[src/sv/pmup_pkg.sv]
// ============================================================================
// pmup_pkg: shared types and constants of the energy-meter link poller
// Function codes, result kinds, reply and request codes, and the job record
// that the front end hands to the back end.
// ============================================================================
package pmup_pkg;

    // Input function codes
    typedef enum logic [1:0] {
        FUNC_RX_BYTE = 2'd0,
        FUNC_POLL    = 2'd1,
        FUNC_INIT    = 2'd2,
        FUNC_TICK    = 2'd3
    } func_t;

    // Result kinds
    typedef enum logic [2:0] {
        KIND_TX_BYTE = 3'd0,
        KIND_VOLTAGE = 3'd1,
        KIND_CURRENT = 3'd2,
        KIND_POWER   = 3'd3,
        KIND_ENERGY  = 3'd4
    } kind_t;

    // Configuration register indexes
    typedef enum logic {
        CFG_MODULE_ADDRESS = 1'b0,
        CFG_IDLE_TIMEOUT   = 1'b1
    } cfg_index_t;

    localparam logic [31:0] MODULE_ADDRESS_RESET = 32'hC0A8_0101;
    localparam logic [15:0] IDLE_TIMEOUT_RESET   = 16'd500;

    // Reply type codes
    localparam logic [7:0] REPLY_VOLTAGE = 8'hA0;
    localparam logic [7:0] REPLY_CURRENT = 8'hA1;
    localparam logic [7:0] REPLY_POWER   = 8'hA2;
    localparam logic [7:0] REPLY_ENERGY  = 8'hA3;
    localparam logic [7:0] REPLY_ADDRESS = 8'hA4;

    // Request command codes
    localparam logic [7:0] REQ_VOLTAGE = 8'hB0;
    localparam logic [7:0] REQ_CURRENT = 8'hB1;
    localparam logic [7:0] REQ_POWER   = 8'hB2;
    localparam logic [7:0] REQ_ENERGY  = 8'hB3;
    localparam logic [7:0] REQ_ADDRESS = 8'hB4;

    // Frame layout: six data bytes and a check byte; bytes 0..3 are kept
    localparam int          FRAME_KEPT     = 4;
    localparam logic [2:0]  FRAME_DATA_LEN = 3'd6;
    localparam logic [15:0] IDLE_MAX       = 16'hFFFF;
    localparam logic [23:0] SCALE_VOLTAGE  = 24'd10;
    localparam logic [23:0] SCALE_CURRENT  = 24'd100;

    // Request frame byte positions
    localparam logic [2:0] REQ_POS_CMD   = 3'd0;
    localparam logic [2:0] REQ_POS_ADDR3 = 3'd1;
    localparam logic [2:0] REQ_POS_ADDR2 = 3'd2;
    localparam logic [2:0] REQ_POS_ADDR1 = 3'd3;
    localparam logic [2:0] REQ_POS_ADDR0 = 3'd4;
    localparam logic [2:0] REQ_POS_ZERO  = 3'd5;
    localparam logic [2:0] REQ_POS_SUM   = 3'd6;

    // Job queue
    localparam int QUEUE_DEPTH = 4;
    localparam int QUEUE_AW    = $clog2(QUEUE_DEPTH);
    localparam int QUEUE_CW    = $clog2(QUEUE_DEPTH + 1);

    // One unit of work for the back end
    typedef struct packed {
        logic        has_reading;
        kind_t       kind;
        logic [23:0] reading;
        logic        has_req;
        logic [7:0]  cmd;
    } job_t;

endpackage

[src/sv/power_meter_uart_poller.sv]
// ============================================================================
// power_meter_uart_poller: energy-meter link poller
// Frames received bytes, checks replies and produces readings and the next
// request frame of the poll chain.
// ============================================================================
// Usage:
//   Input channel (s_valid/s_ready, s_func, s_rx_byte) carries one event per
//   item: a received byte, a poll start, an init, or a millisecond tick.
//   Result channel (m_valid/m_ready, m_kind, m_tx_byte, m_reading, m_last)
//   carries readings and request bytes; m_last marks the final result that
//   one input item causes. Items that cause nothing produce no result.
//   Configuration: cfg_we writes cfg_wdata into register cfg_index
//   (0 module address, 1 idle timeout) at the clock edge; write only while idle.
// Timing:
//   The front end takes one item per cycle while its four-entry job queue has
//   room. The first result of an item passes through the job queue and then
//   the output register. The back end emits one result per cycle while m_ready
//   is high; a poll or init gives seven results, a completed reply up to eight
//   (reading plus request); bytes and ticks ending no frame need no back end.
// Reset (aresetn low, synchronous): clear frame count, sum, idle timer, queue
//   and output valid; load register defaults (address 0xC0A80101, timeout 500).
// Stall: while m_ready is low the output register holds; jobs back up in the
//   queue, and s_ready drops once the queue is full.
// ============================================================================
module power_meter_uart_poller (
    input  logic        aclk,
    input  logic        aresetn,
    // configuration write port
    input  logic        cfg_we,
    input  logic        cfg_index,
    input  logic [31:0] cfg_wdata,
    // input channel
    input  logic        s_valid,
    output logic        s_ready,
    input  logic [1:0]  s_func,
    input  logic [7:0]  s_rx_byte,
    // result channel
    output logic        m_valid,
    input  logic        m_ready,
    output logic [2:0]  m_kind,
    output logic [7:0]  m_tx_byte,
    output logic [23:0] m_reading,
    output logic        m_last
);

    logic [31:0] address_reg;
    logic [15:0] timeout_reg;

    logic           push;
    logic           pop;
    logic           q_full;
    logic           q_empty;
    pmup_pkg::job_t push_job;
    pmup_pkg::job_t head_job;

    // Configuration registers: write on enable, no handshake
    always_ff @(posedge aclk) begin
        if (!aresetn) begin
            address_reg <= pmup_pkg::MODULE_ADDRESS_RESET;
            timeout_reg <= pmup_pkg::IDLE_TIMEOUT_RESET;
        end else if (cfg_we) begin
            unique case (pmup_pkg::cfg_index_t'(cfg_index))
                pmup_pkg::CFG_MODULE_ADDRESS: address_reg <= cfg_wdata;
                pmup_pkg::CFG_IDLE_TIMEOUT:   timeout_reg <= cfg_wdata[15:0];
            endcase
        end
    end

    // Front end: gather frames, run the idle timer, classify into jobs
    pmup_front u_front (
        .aclk      (aclk),
        .aresetn   (aresetn),
        .s_valid   (s_valid),
        .s_ready   (s_ready),
        .s_func    (s_func),
        .s_rx_byte (s_rx_byte),
        .timeout   (timeout_reg),
        .q_full    (q_full),
        .push      (push),
        .job       (push_job)
    );

    // Decouple classification from result sequencing
    pmup_queue u_queue (
        .aclk     (aclk),
        .aresetn  (aresetn),
        .push     (push),
        .push_job (push_job),
        .pop      (pop),
        .head     (head_job),
        .full     (q_full),
        .empty    (q_empty)
    );

    // Back end: emit reading and request bytes, one per cycle unless stalled
    pmup_back u_back (
        .aclk      (aclk),
        .aresetn   (aresetn),
        .head      (head_job),
        .empty     (q_empty),
        .pop       (pop),
        .address   (address_reg),
        .m_valid   (m_valid),
        .m_ready   (m_ready),
        .m_kind    (m_kind),
        .m_tx_byte (m_tx_byte),
        .m_reading (m_reading),
        .m_last    (m_last)
    );

endmodule

[src/sv/pmup_front.sv]
// ============================================================================
// pmup_front: input handling and frame classification
// Gathers received bytes into frames, checks the sum, runs the idle timer and
// turns each item into at most one job for the back end.
// ============================================================================
module pmup_front (
    input  logic              aclk,
    input  logic              aresetn,
    input  logic              s_valid,
    output logic              s_ready,
    input  logic [1:0]        s_func,
    input  logic [7:0]        s_rx_byte,
    input  logic [15:0]       timeout,
    input  logic              q_full,
    output logic              push,
    output pmup_pkg::job_t    job
);

    logic [2:0]  cnt_reg,  cnt_next;
    logic [7:0]  sum_reg,  sum_next;
    logic [15:0] idle_reg, idle_next;
    logic [7:0]  frame_reg [pmup_pkg::FRAME_KEPT];

    logic        accept;
    logic [15:0] idle_inc;
    logic [15:0] hi16;
    logic [23:0] hi16_w;

    assign s_ready  = !q_full;
    assign accept   = s_valid && s_ready;
    assign idle_inc = (idle_reg == pmup_pkg::IDLE_MAX) ? idle_reg : idle_reg + 16'd1;
    assign hi16     = {frame_reg[1], frame_reg[2]};
    assign hi16_w   = {8'd0, hi16};

    always_comb begin
        cnt_next  = cnt_reg;
        sum_next  = sum_reg;
        idle_next = idle_reg;
        push      = 1'b0;
        job       = '0;
        job.kind  = pmup_pkg::KIND_TX_BYTE;
        if (accept) begin
            unique case (pmup_pkg::func_t'(s_func))
                pmup_pkg::FUNC_RX_BYTE: begin
                    if (cnt_reg < pmup_pkg::FRAME_DATA_LEN) begin
                        cnt_next = cnt_reg + 3'd1;
                        sum_next = sum_reg + s_rx_byte;
                    end else begin
                        cnt_next  = '0;
                        sum_next  = '0;
                        idle_next = '0;
                        if (s_rx_byte == sum_reg) begin
                            unique case (frame_reg[0])
                                pmup_pkg::REPLY_ADDRESS: begin
                                    push        = 1'b1;
                                    job.has_req = 1'b1;
                                    job.cmd     = pmup_pkg::REQ_VOLTAGE;
                                end
                                pmup_pkg::REPLY_VOLTAGE: begin
                                    push            = 1'b1;
                                    job.has_reading = 1'b1;
                                    job.kind        = pmup_pkg::KIND_VOLTAGE;
                                    job.reading     = hi16_w * pmup_pkg::SCALE_VOLTAGE
                                                      + {16'd0, frame_reg[3]};
                                    job.has_req     = 1'b1;
                                    job.cmd         = pmup_pkg::REQ_CURRENT;
                                end
                                pmup_pkg::REPLY_CURRENT: begin
                                    push            = 1'b1;
                                    job.has_reading = 1'b1;
                                    job.kind        = pmup_pkg::KIND_CURRENT;
                                    job.reading     = hi16_w * pmup_pkg::SCALE_CURRENT
                                                      + {16'd0, frame_reg[3]};
                                    job.has_req     = 1'b1;
                                    job.cmd         = pmup_pkg::REQ_POWER;
                                end
                                pmup_pkg::REPLY_POWER: begin
                                    push            = 1'b1;
                                    job.has_reading = 1'b1;
                                    job.kind        = pmup_pkg::KIND_POWER;
                                    job.reading     = hi16_w;
                                    job.has_req     = 1'b1;
                                    job.cmd         = pmup_pkg::REQ_ENERGY;
                                end
                                pmup_pkg::REPLY_ENERGY: begin
                                    push            = 1'b1;
                                    job.has_reading = 1'b1;
                                    job.kind        = pmup_pkg::KIND_ENERGY;
                                    job.reading     = {frame_reg[1], frame_reg[2], frame_reg[3]};
                                end
                                default: begin
                                    push = 1'b0;
                                end
                            endcase
                        end
                    end
                end
                pmup_pkg::FUNC_POLL: begin
                    push        = 1'b1;
                    job.has_req = 1'b1;
                    job.cmd     = pmup_pkg::REQ_VOLTAGE;
                end
                pmup_pkg::FUNC_INIT: begin
                    push        = 1'b1;
                    job.has_req = 1'b1;
                    job.cmd     = pmup_pkg::REQ_ADDRESS;
                end
                pmup_pkg::FUNC_TICK: begin
                    idle_next = idle_inc;
                    if (idle_inc > timeout) begin
                        cnt_next  = '0;
                        sum_next  = '0;
                        idle_next = '0;
                    end
                end
            endcase
        end
    end

    always_ff @(posedge aclk) begin
        if (!aresetn) begin
            cnt_reg  <= '0;
            sum_reg  <= '0;
            idle_reg <= '0;
        end else begin
            cnt_reg  <= cnt_next;
            sum_reg  <= sum_next;
            idle_reg <= idle_next;
        end
    end

    // Frame bytes beyond the reading fields are never read: keep bytes 0..3
    always_ff @(posedge aclk) begin
        if (accept && pmup_pkg::func_t'(s_func) == pmup_pkg::FUNC_RX_BYTE
            && cnt_reg < 3'(pmup_pkg::FRAME_KEPT)) begin
            frame_reg[cnt_reg[1:0]] <= s_rx_byte;
        end
    end

endmodule

[src/sv/pmup_queue.sv]
// ============================================================================
// pmup_queue: job queue between front and back end
// Small synchronous FIFO of job records with full and empty flags.
// ============================================================================
module pmup_queue (
    input  logic              aclk,
    input  logic              aresetn,
    input  logic              push,
    input  pmup_pkg::job_t    push_job,
    input  logic              pop,
    output pmup_pkg::job_t    head,
    output logic              full,
    output logic              empty
);

    pmup_pkg::job_t                    mem [pmup_pkg::QUEUE_DEPTH];
    logic [pmup_pkg::QUEUE_AW-1:0]     wr_ptr_reg, rd_ptr_reg;
    logic [pmup_pkg::QUEUE_CW-1:0]     count_reg;

    assign full  = count_reg == pmup_pkg::QUEUE_CW'(pmup_pkg::QUEUE_DEPTH);
    assign empty = count_reg == '0;
    assign head  = mem[rd_ptr_reg];

    always_ff @(posedge aclk) begin
        if (!aresetn) begin
            wr_ptr_reg <= '0;
            rd_ptr_reg <= '0;
            count_reg  <= '0;
        end else begin
            if (push) begin
                wr_ptr_reg <= wr_ptr_reg + 1'b1;
            end
            if (pop) begin
                rd_ptr_reg <= rd_ptr_reg + 1'b1;
            end
            if (push && !pop) begin
                count_reg <= count_reg + 1'b1;
            end else if (pop && !push) begin
                count_reg <= count_reg - 1'b1;
            end
        end
    end

    always_ff @(posedge aclk) begin
        if (push) begin
            mem[wr_ptr_reg] <= push_job;
        end
    end

    as_no_overflow: assert property (@(posedge aclk) disable iff (!aresetn)
        push |-> !full || pop)
        else $error("job pushed into full queue");
    as_no_underflow: assert property (@(posedge aclk) disable iff (!aresetn)
        pop |-> !empty)
        else $error("job popped from empty queue");
    as_count_range: assert property (@(posedge aclk) disable iff (!aresetn)
        count_reg <= pmup_pkg::QUEUE_CW'(pmup_pkg::QUEUE_DEPTH))
        else $error("queue count out of range");

endmodule

[src/sv/pmup_back.sv]
// ============================================================================
// pmup_back: result sequencer
// Walks the head job: optional reading, then the seven request bytes if any,
// one result per cycle into the output register while it is not stalled.
// ============================================================================
module pmup_back (
    input  logic              aclk,
    input  logic              aresetn,
    input  pmup_pkg::job_t    head,
    input  logic              empty,
    output logic              pop,
    input  logic [31:0]       address,
    output logic              m_valid,
    input  logic              m_ready,
    output logic [2:0]        m_kind,
    output logic [7:0]        m_tx_byte,
    output logic [23:0]       m_reading,
    output logic              m_last
);

    logic [2:0]  step_reg;
    logic        m_valid_reg;
    logic [2:0]  m_kind_reg;
    logic [7:0]  m_tx_byte_reg;
    logic [23:0] m_reading_reg;
    logic        m_last_reg;

    logic        advance;
    logic        load;
    logic        at_reading;
    logic        res_last;
    logic [2:0]  pos;
    logic [7:0]  req_byte;
    logic [7:0]  req_sum;

    assign advance    = !m_valid_reg || m_ready;
    assign load       = advance && !empty;
    assign at_reading = head.has_reading && step_reg == '0;
    assign pos        = step_reg - {2'b00, head.has_reading};
    assign res_last   = at_reading ? !head.has_req : (pos == pmup_pkg::REQ_POS_SUM);
    assign pop        = load && res_last;
    assign req_sum    = head.cmd + address[31:24] + address[23:16]
                        + address[15:8] + address[7:0];

    always_comb begin
        unique case (pos)
            pmup_pkg::REQ_POS_CMD:   req_byte = head.cmd;
            pmup_pkg::REQ_POS_ADDR3: req_byte = address[31:24];
            pmup_pkg::REQ_POS_ADDR2: req_byte = address[23:16];
            pmup_pkg::REQ_POS_ADDR1: req_byte = address[15:8];
            pmup_pkg::REQ_POS_ADDR0: req_byte = address[7:0];
            pmup_pkg::REQ_POS_ZERO:  req_byte = 8'd0;
            pmup_pkg::REQ_POS_SUM:   req_byte = req_sum;
            default:                 req_byte = 8'd0;
        endcase
    end

    always_ff @(posedge aclk) begin
        if (!aresetn) begin
            step_reg    <= '0;
            m_valid_reg <= 1'b0;
        end else if (advance) begin
            m_valid_reg <= !empty;
            if (load) begin
                step_reg <= res_last ? 3'd0 : step_reg + 3'd1;
            end
        end
    end

    always_ff @(posedge aclk) begin
        if (load) begin
            m_last_reg <= res_last;
            if (at_reading) begin
                m_kind_reg    <= head.kind;
                m_tx_byte_reg <= 8'd0;
                m_reading_reg <= head.reading;
            end else begin
                m_kind_reg    <= pmup_pkg::KIND_TX_BYTE;
                m_tx_byte_reg <= req_byte;
                m_reading_reg <= 24'd0;
            end
        end
    end

    assign m_valid   = m_valid_reg;
    assign m_kind    = m_kind_reg;
    assign m_tx_byte = m_tx_byte_reg;
    assign m_reading = m_reading_reg;
    assign m_last    = m_last_reg;

    as_step_needs_job: assert property (@(posedge aclk) disable iff (!aresetn)
        step_reg != '0 |-> !empty)
        else $error("sequencer mid-job with empty queue");
    as_pop_gives_last: assert property (@(posedge aclk) disable iff (!aresetn)
        pop |=> m_valid && m_last)
        else $error("job retired without a last result");
    as_reading_no_byte: assert property (@(posedge aclk) disable iff (!aresetn)
        m_valid && m_kind != pmup_pkg::KIND_TX_BYTE |-> m_tx_byte == 8'd0)
        else $error("reading result carries a transmit byte");

endmodule
[config.mk]
export PLATFORM = sky130hd
export DESIGN_NAME = power_meter_uart_poller
export DESIGN_NICKNAME = d
export VERILOG_FILES = /design/src/sv/pmup_pkg.sv /design/src/sv/power_meter_uart_poller.sv /design/src/sv/pmup_front.sv /design/src/sv/pmup_queue.sv /design/src/sv/pmup_back.sv
export SDC_FILE = /design/constraint.sdc
export NUM_CORES = 1
export LEC_CHECK = 0
export ABC_AREA = 1
export BUFFER_PORTS_ARGS = -buffer_cell sky130_fd_sc_hd__buf_2
export CORE_ASPECT_RATIO = 2
export CORE_UTILIZATION = 50
export CTS_BUF_LIST = sky130_fd_sc_hd__clkbuf_4
export CTS_CLUSTER_SIZE = 8
export DETAILED_ROUTE_END_ITERATION = 10
export GPL_ROUTABILITY_DRIVEN = 0
export GPL_TIMING_DRIVEN = 1
export PLACE_DENSITY = 0.68
export SLEW_MARGIN = 5
export SYNTH_ARGS = -nofsm -noshare
export SYNTH_HDL_FRONTEND = slang
export SYNTH_HIERARCHICAL = 1
export SYNTH_SLANG_ARGS = --single-unit
[constraint.sdc]
create_clock -name aclk -period 5.7 [get_ports aclk]
set_input_delay 0.285 -clock aclk [delete_from_list [all_inputs] [get_ports aclk]]
set_output_delay 0.285 -clock aclk [all_outputs]
set_load 0.01 [all_outputs]
==> results of run 1 <==
-- cell type report --
class                           count  area (um2)
Antenna cell                        1        2.50
Clock buffer                       94         706
Clock inverter                     20         166
Fill cell                        3423       16800
Inverter                          404        1520
Multi-Input combinational cell   1556        9010
Sequential cell                   304        8250
Tap cell                          463         579
Timing Repair Buffer              138         926
-- metrics by stage --
step / power (mW) / area (um2)
detailed placement: 4.89 / 19900
CTS: 6.66 / 21200
floorplan: 4.26 / 19200
finish: 6.64 / 21200
global route: 7.05 / 21200
global placement: 4.82 / 19900
-- routing by layer --
layer | share of wire | vias to the layer above | GRT usage
met1 | 0.32 | 7609 | 0.245
met2 | 0.54 | 538 | 0.532
met5 | 0 | - | 0
li1 | - | 7917 | -
met3 | 0.045 | 219 | 0.0490
met4 | 0.098 | 0 | 0.262
-- cell families (layout without fill, tap and decap cells) --
family | count (synthesis) | in the layout | synth area share
AO/OA/AOI/OAI | 315 | 315 | 0.0899
XOR/XNOR | 17 | 17 | 0.00934
adder cells (fa/ha/maj) | 177 | 177 | 0.130
buffers and inverters | 462 | 656 | 0.100
flip-flops | 304 | 304 | 0.430
other | 1 | 3 | 0.000196
AND/OR/NAND/NOR | 1045 | 1045 | 0.240
-- synth_stat cells, types with 16 or more instances --
cell,instances
buf_2,16
nand2_2,17
nor3_1,19
fa_1,36
edfxtp_1,216
nand2_1,465
ha_1,141
dfxtp_1,88
buf_6,18
o22ai_1,46
inv_1,389
nand3_2,19
a21oi_1,92
nand4_1,26
nor2_1,287
o21ai_0,105
o21ai_1,36
nand3_1,162
-- power by group --
group | switching, mW | total [mW] | internal [mW]
clock network | 0.841 | 1.74 | 0.901
logic | 1.42 | 2.08 | 0.656
registers | 0.123 | 2.82 | 2.70
-- path summary, 6_finish.rpt --
check	from	end	slack [ns]	cells past startpoint
setup / recovery	flop	u_queue/count_reg[2]	0.89	21
hold / removal	cfg_index	address_reg[9]	0.09	4
setup reg to reg	flop	u_queue/count_reg[2]	0.89	21
hold reg to reg	u_queue/rd_ptr_reg[1]	flop	0.43	1
-- critical path, stage by stage (launching register included) --
cell	delay, ns
dfxtp_2	0.44
inv_2	0.49
buf_4	0.50
o21ai_0	0.14
o22ai_1	0.21
nand2_1	0.08
nor2_1	0.65
inv_2	0.52
nand2_1	0.21
o21ai_2	0.08
nand2_1	0.18
inv_1	0.09
inv_1	0.07
ha_1	0.15
inv_1	0.07
fa_1	0.44
inv_1	0.06
nand2_1	0.06
nand3_1	0.09
nand2_1	0.05
inv_1	0.05
nor2_1	0.03
-- what timing repair did --
item / in CTS / in global routing
hold buffers: 41 / 0
setup buffers: 0 / 0
endpoints found under the hold margin: 81 / 0
resized for setup: 0 / 0
==> metrics.txt, run 1 <==
commonest non-fill, non-tap cell in the layout=nand2_1; Max rail drop VDD=roughly 0.18 mV; Yosys top cell area share=0.338; DR DRC count=0; die height=about 280 um; Avg Vias per Cell=roughly 5.5; core area=approximately 38000 um2; CTS tree=built; Synth area leader=edfxtp_1; max reg flops=between 100 and 150; H-tree depth=3; die area=39200 um2; die width=between 100 and 150 um; DRT Wirelength=between 50 and 60 mm; synth top area cells=edfxtp_1, ha_1, dfxtp_1; status=completed; Max Cap Violations=0; Inserted Clock Buffers=66; skew final=0.0466 ns; post-route core utilization=0.558; vias in the first global route=16380; Mapped Avg Cell Area=slightly above 8 um2; critical path data required time=6.28 ns; Crit. End Element=flop; Top Ports=86; Seq/Total Area, Yosys=0.430; nets=2695; DRT iter0 DRCs=~940; final antenna-violating net count=0; Synth Cell Area=between 15000 and 20000 um2; unrepaired setup endpoints after global routing=false; Slew HR=0.307; initial antenna violation count=1; global-route wire length before repair=roughly 84 mm; global route overflow=0; dpl ws=approximately 1.0 ns; leakage power=slightly below 10 nW; fin crit period=~4.8 ns; type of the worst min-delay path=input pin to flop; Layout area overhead=10.4%; Final Hold Fails=0; TritonCTS Sinks=304; Post-synth EDFFs=approximately 220; WS Path Type=flop to flop; largest net degree at the start of global routing=60; per-cell routed wire length=about 18 um; Synth Instances=roughly 2300; Hold Slack=0.0924 ns; Vias=16283; Yosys reg bits=between 300 and 400; clock-pin slew on the worst setup and hold paths=about 0.080 ns; Final Max Slew Viols=0; fraction of registers with async set/reset=0; CP Max Fanout=39; Max Root-Sink Buffers=3; setup TNS=0 ns; Post-synth top flop=edfxtp_1; library cells used by synthesis=55; Peak Freq=208 MHz; First-pass DRT Iterations=5; Rows=about 100; Final Non-Filler Cells=roughly 3000; share of cells above drive strength 1=0.118; Placed Cells=2824; Tcrit/Tclk final=0.843; power per cell area=roughly 310 nW/um2; most frequent cells in the layout=nand2_1, inv_1, nor2_1; GRT Overall Usage=0.281; Initial Util=0.505; setup ws final=about 0.89 ns; final setup vio count=0; clock latency on the worst-skew pair=about 0.7 ns; synth warn=6; root buf cell=clkbuf_4; detailed placement HPWL=40.3 mm; I/O Buffers=85; crit path launch type=flop; CP arrival=5.38 ns; Worst Tran Pin Value=around 1.0 ns
Note: power is estimated with default switching activity, not from simulation.
==> run 2, diff against run 1 <==
--- a/config.mk
+++ b/config.mk
@@ -14,7 +14,7 @@
 export DETAILED_ROUTE_END_ITERATION = 10
 export GPL_ROUTABILITY_DRIVEN = 0
 export GPL_TIMING_DRIVEN = 1
-export PLACE_DENSITY = 0.68
+export PLACE_DENSITY = 0.71
 export SLEW_MARGIN = 5
 export SYNTH_ARGS = -nofsm -noshare
 export SYNTH_HDL_FRONTEND = slang
==> constraint.sdc (replaced) <==
create_clock -name aclk -period 4.13 [get_ports aclk]
set_input_delay 0.2065 -clock aclk [delete_from_list [all_inputs] [get_ports aclk]]
set_output_delay 0.2065 -clock aclk [all_outputs]
set_load 0.01 [all_outputs]
==> run 2 against run 1 <==
- clock skew about the same
- sequential share of layout area down 1.6 points
- critical endpoint is now u_queue/mem[0][28]
- register-to-register slack worse by 0.78 ns
- die area unchanged
- setup slack worse by 0.78 ns
- total power up 41%
- combinational power up 51%
- hold slack worse by 0.037 ns
- fmax up 20%
- global-route usage down 0.060 points
- cell count up 2.3%
- first-iteration DRC count up 3.1%
==> metrics.txt, run 2 (same netlist as run 1, synthesis figures left out) <==
clock latency on the worst-skew pair=0.72 ns (+0.02 ns); most frequent cells in the layout=nand2_1, inv_1, nor2_1; leakage power=9.98 nW (+3.7%); largest net degree at the start of global routing=59 (-1.7%); Max rail drop VDD=0.255 mV (+39%); die width=140 um (unchanged); root buf cell=clkbuf_4; post-route core utilization=0.582 (+0.0236); routing usage on met2=0.538 (+0.00590); Layout area overhead=15.1%; Initial Util=0.505 (unchanged); WHS Path Cells=3 (-1); DRT Wirelength=54.5 mm (+0.99%); critical path, cell by cell=ha_1 -> ha_1 -> inv_1 -> fa_1 -> inv_1 -> ha_2 -> nand2_1 -> nor2_2 -> nand3_1 -> buf_4 -> nand4_1 -> nand2_1 -> nor2_2 -> nand3_2 -> o21bai_1 -> nand2_2 -> nand3_2 -> nand2_2 -> inv_1; met3 global-route usage=0.0340 (-0.0151); cell area after layout=22000 um2 (+4.2%); Hold EP=u_queue/mem[1][2]; max reg flops=148 (unchanged); detailed placement HPWL=40.9 mm (+1.6%); Max Root-Sink Buffers=3 (unchanged); Reg-to-Reg Start=u_front/frame_reg[2][7]; CP Buf/Inv Count=4 (-4); Max Cap Violations=0 (unchanged); die height=279 um (unchanged); commonest non-fill, non-tap cell in the layout=nand2_1; vias in the first global route=16402 (+0.13%); Final Max Slew Viols=0 (unchanged); share of cells above drive strength 1=0.152 (+0.0344); Tcrit/Tclk final=0.972 (+0.128); final setup vio count=0 (unchanged); GRT busiest layer=met2; CP arrival=4.55 ns (-0.83 ns); CP Max Fanout=4 (-90%); path depth of the worst reg2reg path=19 (-9.5%); Slew HR=0.276 (-0.0311); most frequent CP cell=inv_1; WS Path Type=flop to flop; type of the worst min-delay path=input pin to flop; die area=39200 um2 (unchanged); GRT Overall Usage=0.280 (-0.000604); crit path launch type=flop; I/O Buffers=85 (unchanged); global-route wire length before repair=83.9 mm (+0.18%); skew final=0.0465 ns (-0.0000442 ns); dpl ws=-0.0212 ns (-1.04 ns); Avg Vias per Cell=5.42 (-0.75%); Vias=16541 (+1.6%); Area after DPL=20300 um2 (+1.9%); global route overflow=0 (unchanged); Inserted Clock Buffers=61 (-7.6%); critical path data required time=4.66 ns (-1.62 ns); CTS tree=built; power per cell area=424 nW/um2 (+35%); final antenna-violating net count=0 (unchanged); RR Endpoint=u_queue/mem[0][28]; fin crit period=4.01 ns (-0.795 ns); minimum setup slack among reg-to-reg paths=0.12 ns (-0.78 ns); clock-pin slew on the worst setup and hold paths=0.08 ns (about the same); Final Hold Fails=0 (unchanged); CP max-delay cell=edfxtp_1; FILL cells=3338 (-2.5%); DR DRC count=0 (unchanged); DRT iter0 DRCs=970 (+3.1%); CP top delay family=adder cells; status=completed; Peak Freq=249 MHz (+20%); core area=37900 um2 (unchanged); Worst Tran Pin Value=1.08 ns (+0.0465 ns); met1 usage=0.248 (+0.00325); initial antenna violation count=2 (+1); TritonCTS Sinks=304 (unchanged); Top Ports=86 (unchanged); setup ws final=0.117 ns (-0.775 ns); Rows=101 (unchanged); unrepaired setup endpoints after global routing=true; CP peak stage delay=0.53 ns (-0.12 ns); H-tree depth=2 (-1); nets=2763 (+2.5%); First-pass DRT Iterations=5 (unchanged); per-cell routed wire length=17.9 um (-1.3%); Crit. End Element=flop; worst hold path startpoint=s_valid
[run 2: cell count changes in the layout (fill, tap and decap cells not counted), sizes merged]
| cell | change |
|---|---|
| inv | -2 |
| bufinv | +1 |
| buf | +59 |
| dlygate4sd3 | +13 |
| clkinv | +8 |
| diode | +1 |
| clkbuf | -11 |
| clkinvlp | +1 |
[run 2: worst max-delay path by stage]
| stage | start | endpoint | cells past startpoint |
|---|---|---|---|
| 3_3_place_gp | u_front/frame_reg[2][2] | u_queue/mem[0][28] | 24 |
| 2_1_floorplan | flop | u_back/m_tx_byte[5] | 20 |
| 6_report | u_front/frame_reg[2][7] | u_queue/mem[0][28] | 19 |
| 5_1_grt | u_front/frame_reg[2][5] | u_queue/mem[2][28] | 20 |
| 4_1_cts | u_front/frame_reg[2][3] | u_queue/mem[2][28] | 23 |
| 3_5_place_dp | u_front/frame_reg[2][2] | u_queue/mem[1][28] | 24 |
[run 2: what timing repair did]
action / 4_1_cts / 5_1_grt
cloned: 0 / 1
pin swaps: 0 / 9
endpoints found under the setup margin: 10 / 67
hold buffers: 54 / 0
resized for setup: 4 / 66
hold endpoints to repair: 81 / 0
setup buffers: 5 / 5
[run 2: through the flow]
stage                     std cells  TNS [ns]  power (mW)  hold slack [ns]
after global routing           3049    -0.509        9.93           0.0420
after detailed placement       2873   -0.0952        6.86            0.431
after floorplan                2322         0        5.88            0.305
after global placement         2873         0        6.77            0.430
final                          3050         0        9.35           0.0549
after CTS                      3042         0        9.23           0.0131
[run 2: power by group]
part           internal [mW]  leakage [nW]  total, mW  switching [mW]
combinational           1.11          6.91       3.15            2.03
sequential              3.72          2.59       3.88           0.154
clock                   1.18         0.492       2.32            1.14
total                   6.02          9.98       9.35            3.33
[run 2: per-layer routing]
metal	share of wire	up-vias
met3	0.039	242
met4	0.10	0
li1	-	8062
met2	0.54	556
met5	0	-
met1	0.32	7681
[run 2: area by class of cell]
cell class | count | area (um2) | area share
antenna | 2 | 5.00 | 0.000227
tap | 463 | 579 | 0.0263
timing repair buffer | 211 | 1580 | 0.0715
clock buffer | 82 | 616 | 0.0279
multi-input combinational | 1556 | 9260 | 0.420
sequential | 304 | 8260 | 0.374
inverter | 404 | 1520 | 0.0691
clock inverter | 28 | 230 | 0.0104
[run 2: worst register-to-register path, cell delays in order, from the launching register on]
cell and delay, ns:
edfxtp_1 0.53, ha_1 0.33, ha_1 0.28, inv_1 0.05
fa_1 0.49, inv_1 0.04, ha_2 0.37, nand2_1 0.12
nor2_2 0.16, nand3_1 0.12, buf_4 0.17, nand4_1 0.08
nand2_1 0.13, nor2_2 0.20, nand3_2 0.14, o21bai_1 0.22
nand2_2 0.11, nand3_2 0.08, nand2_2 0.07, inv_1 0.12
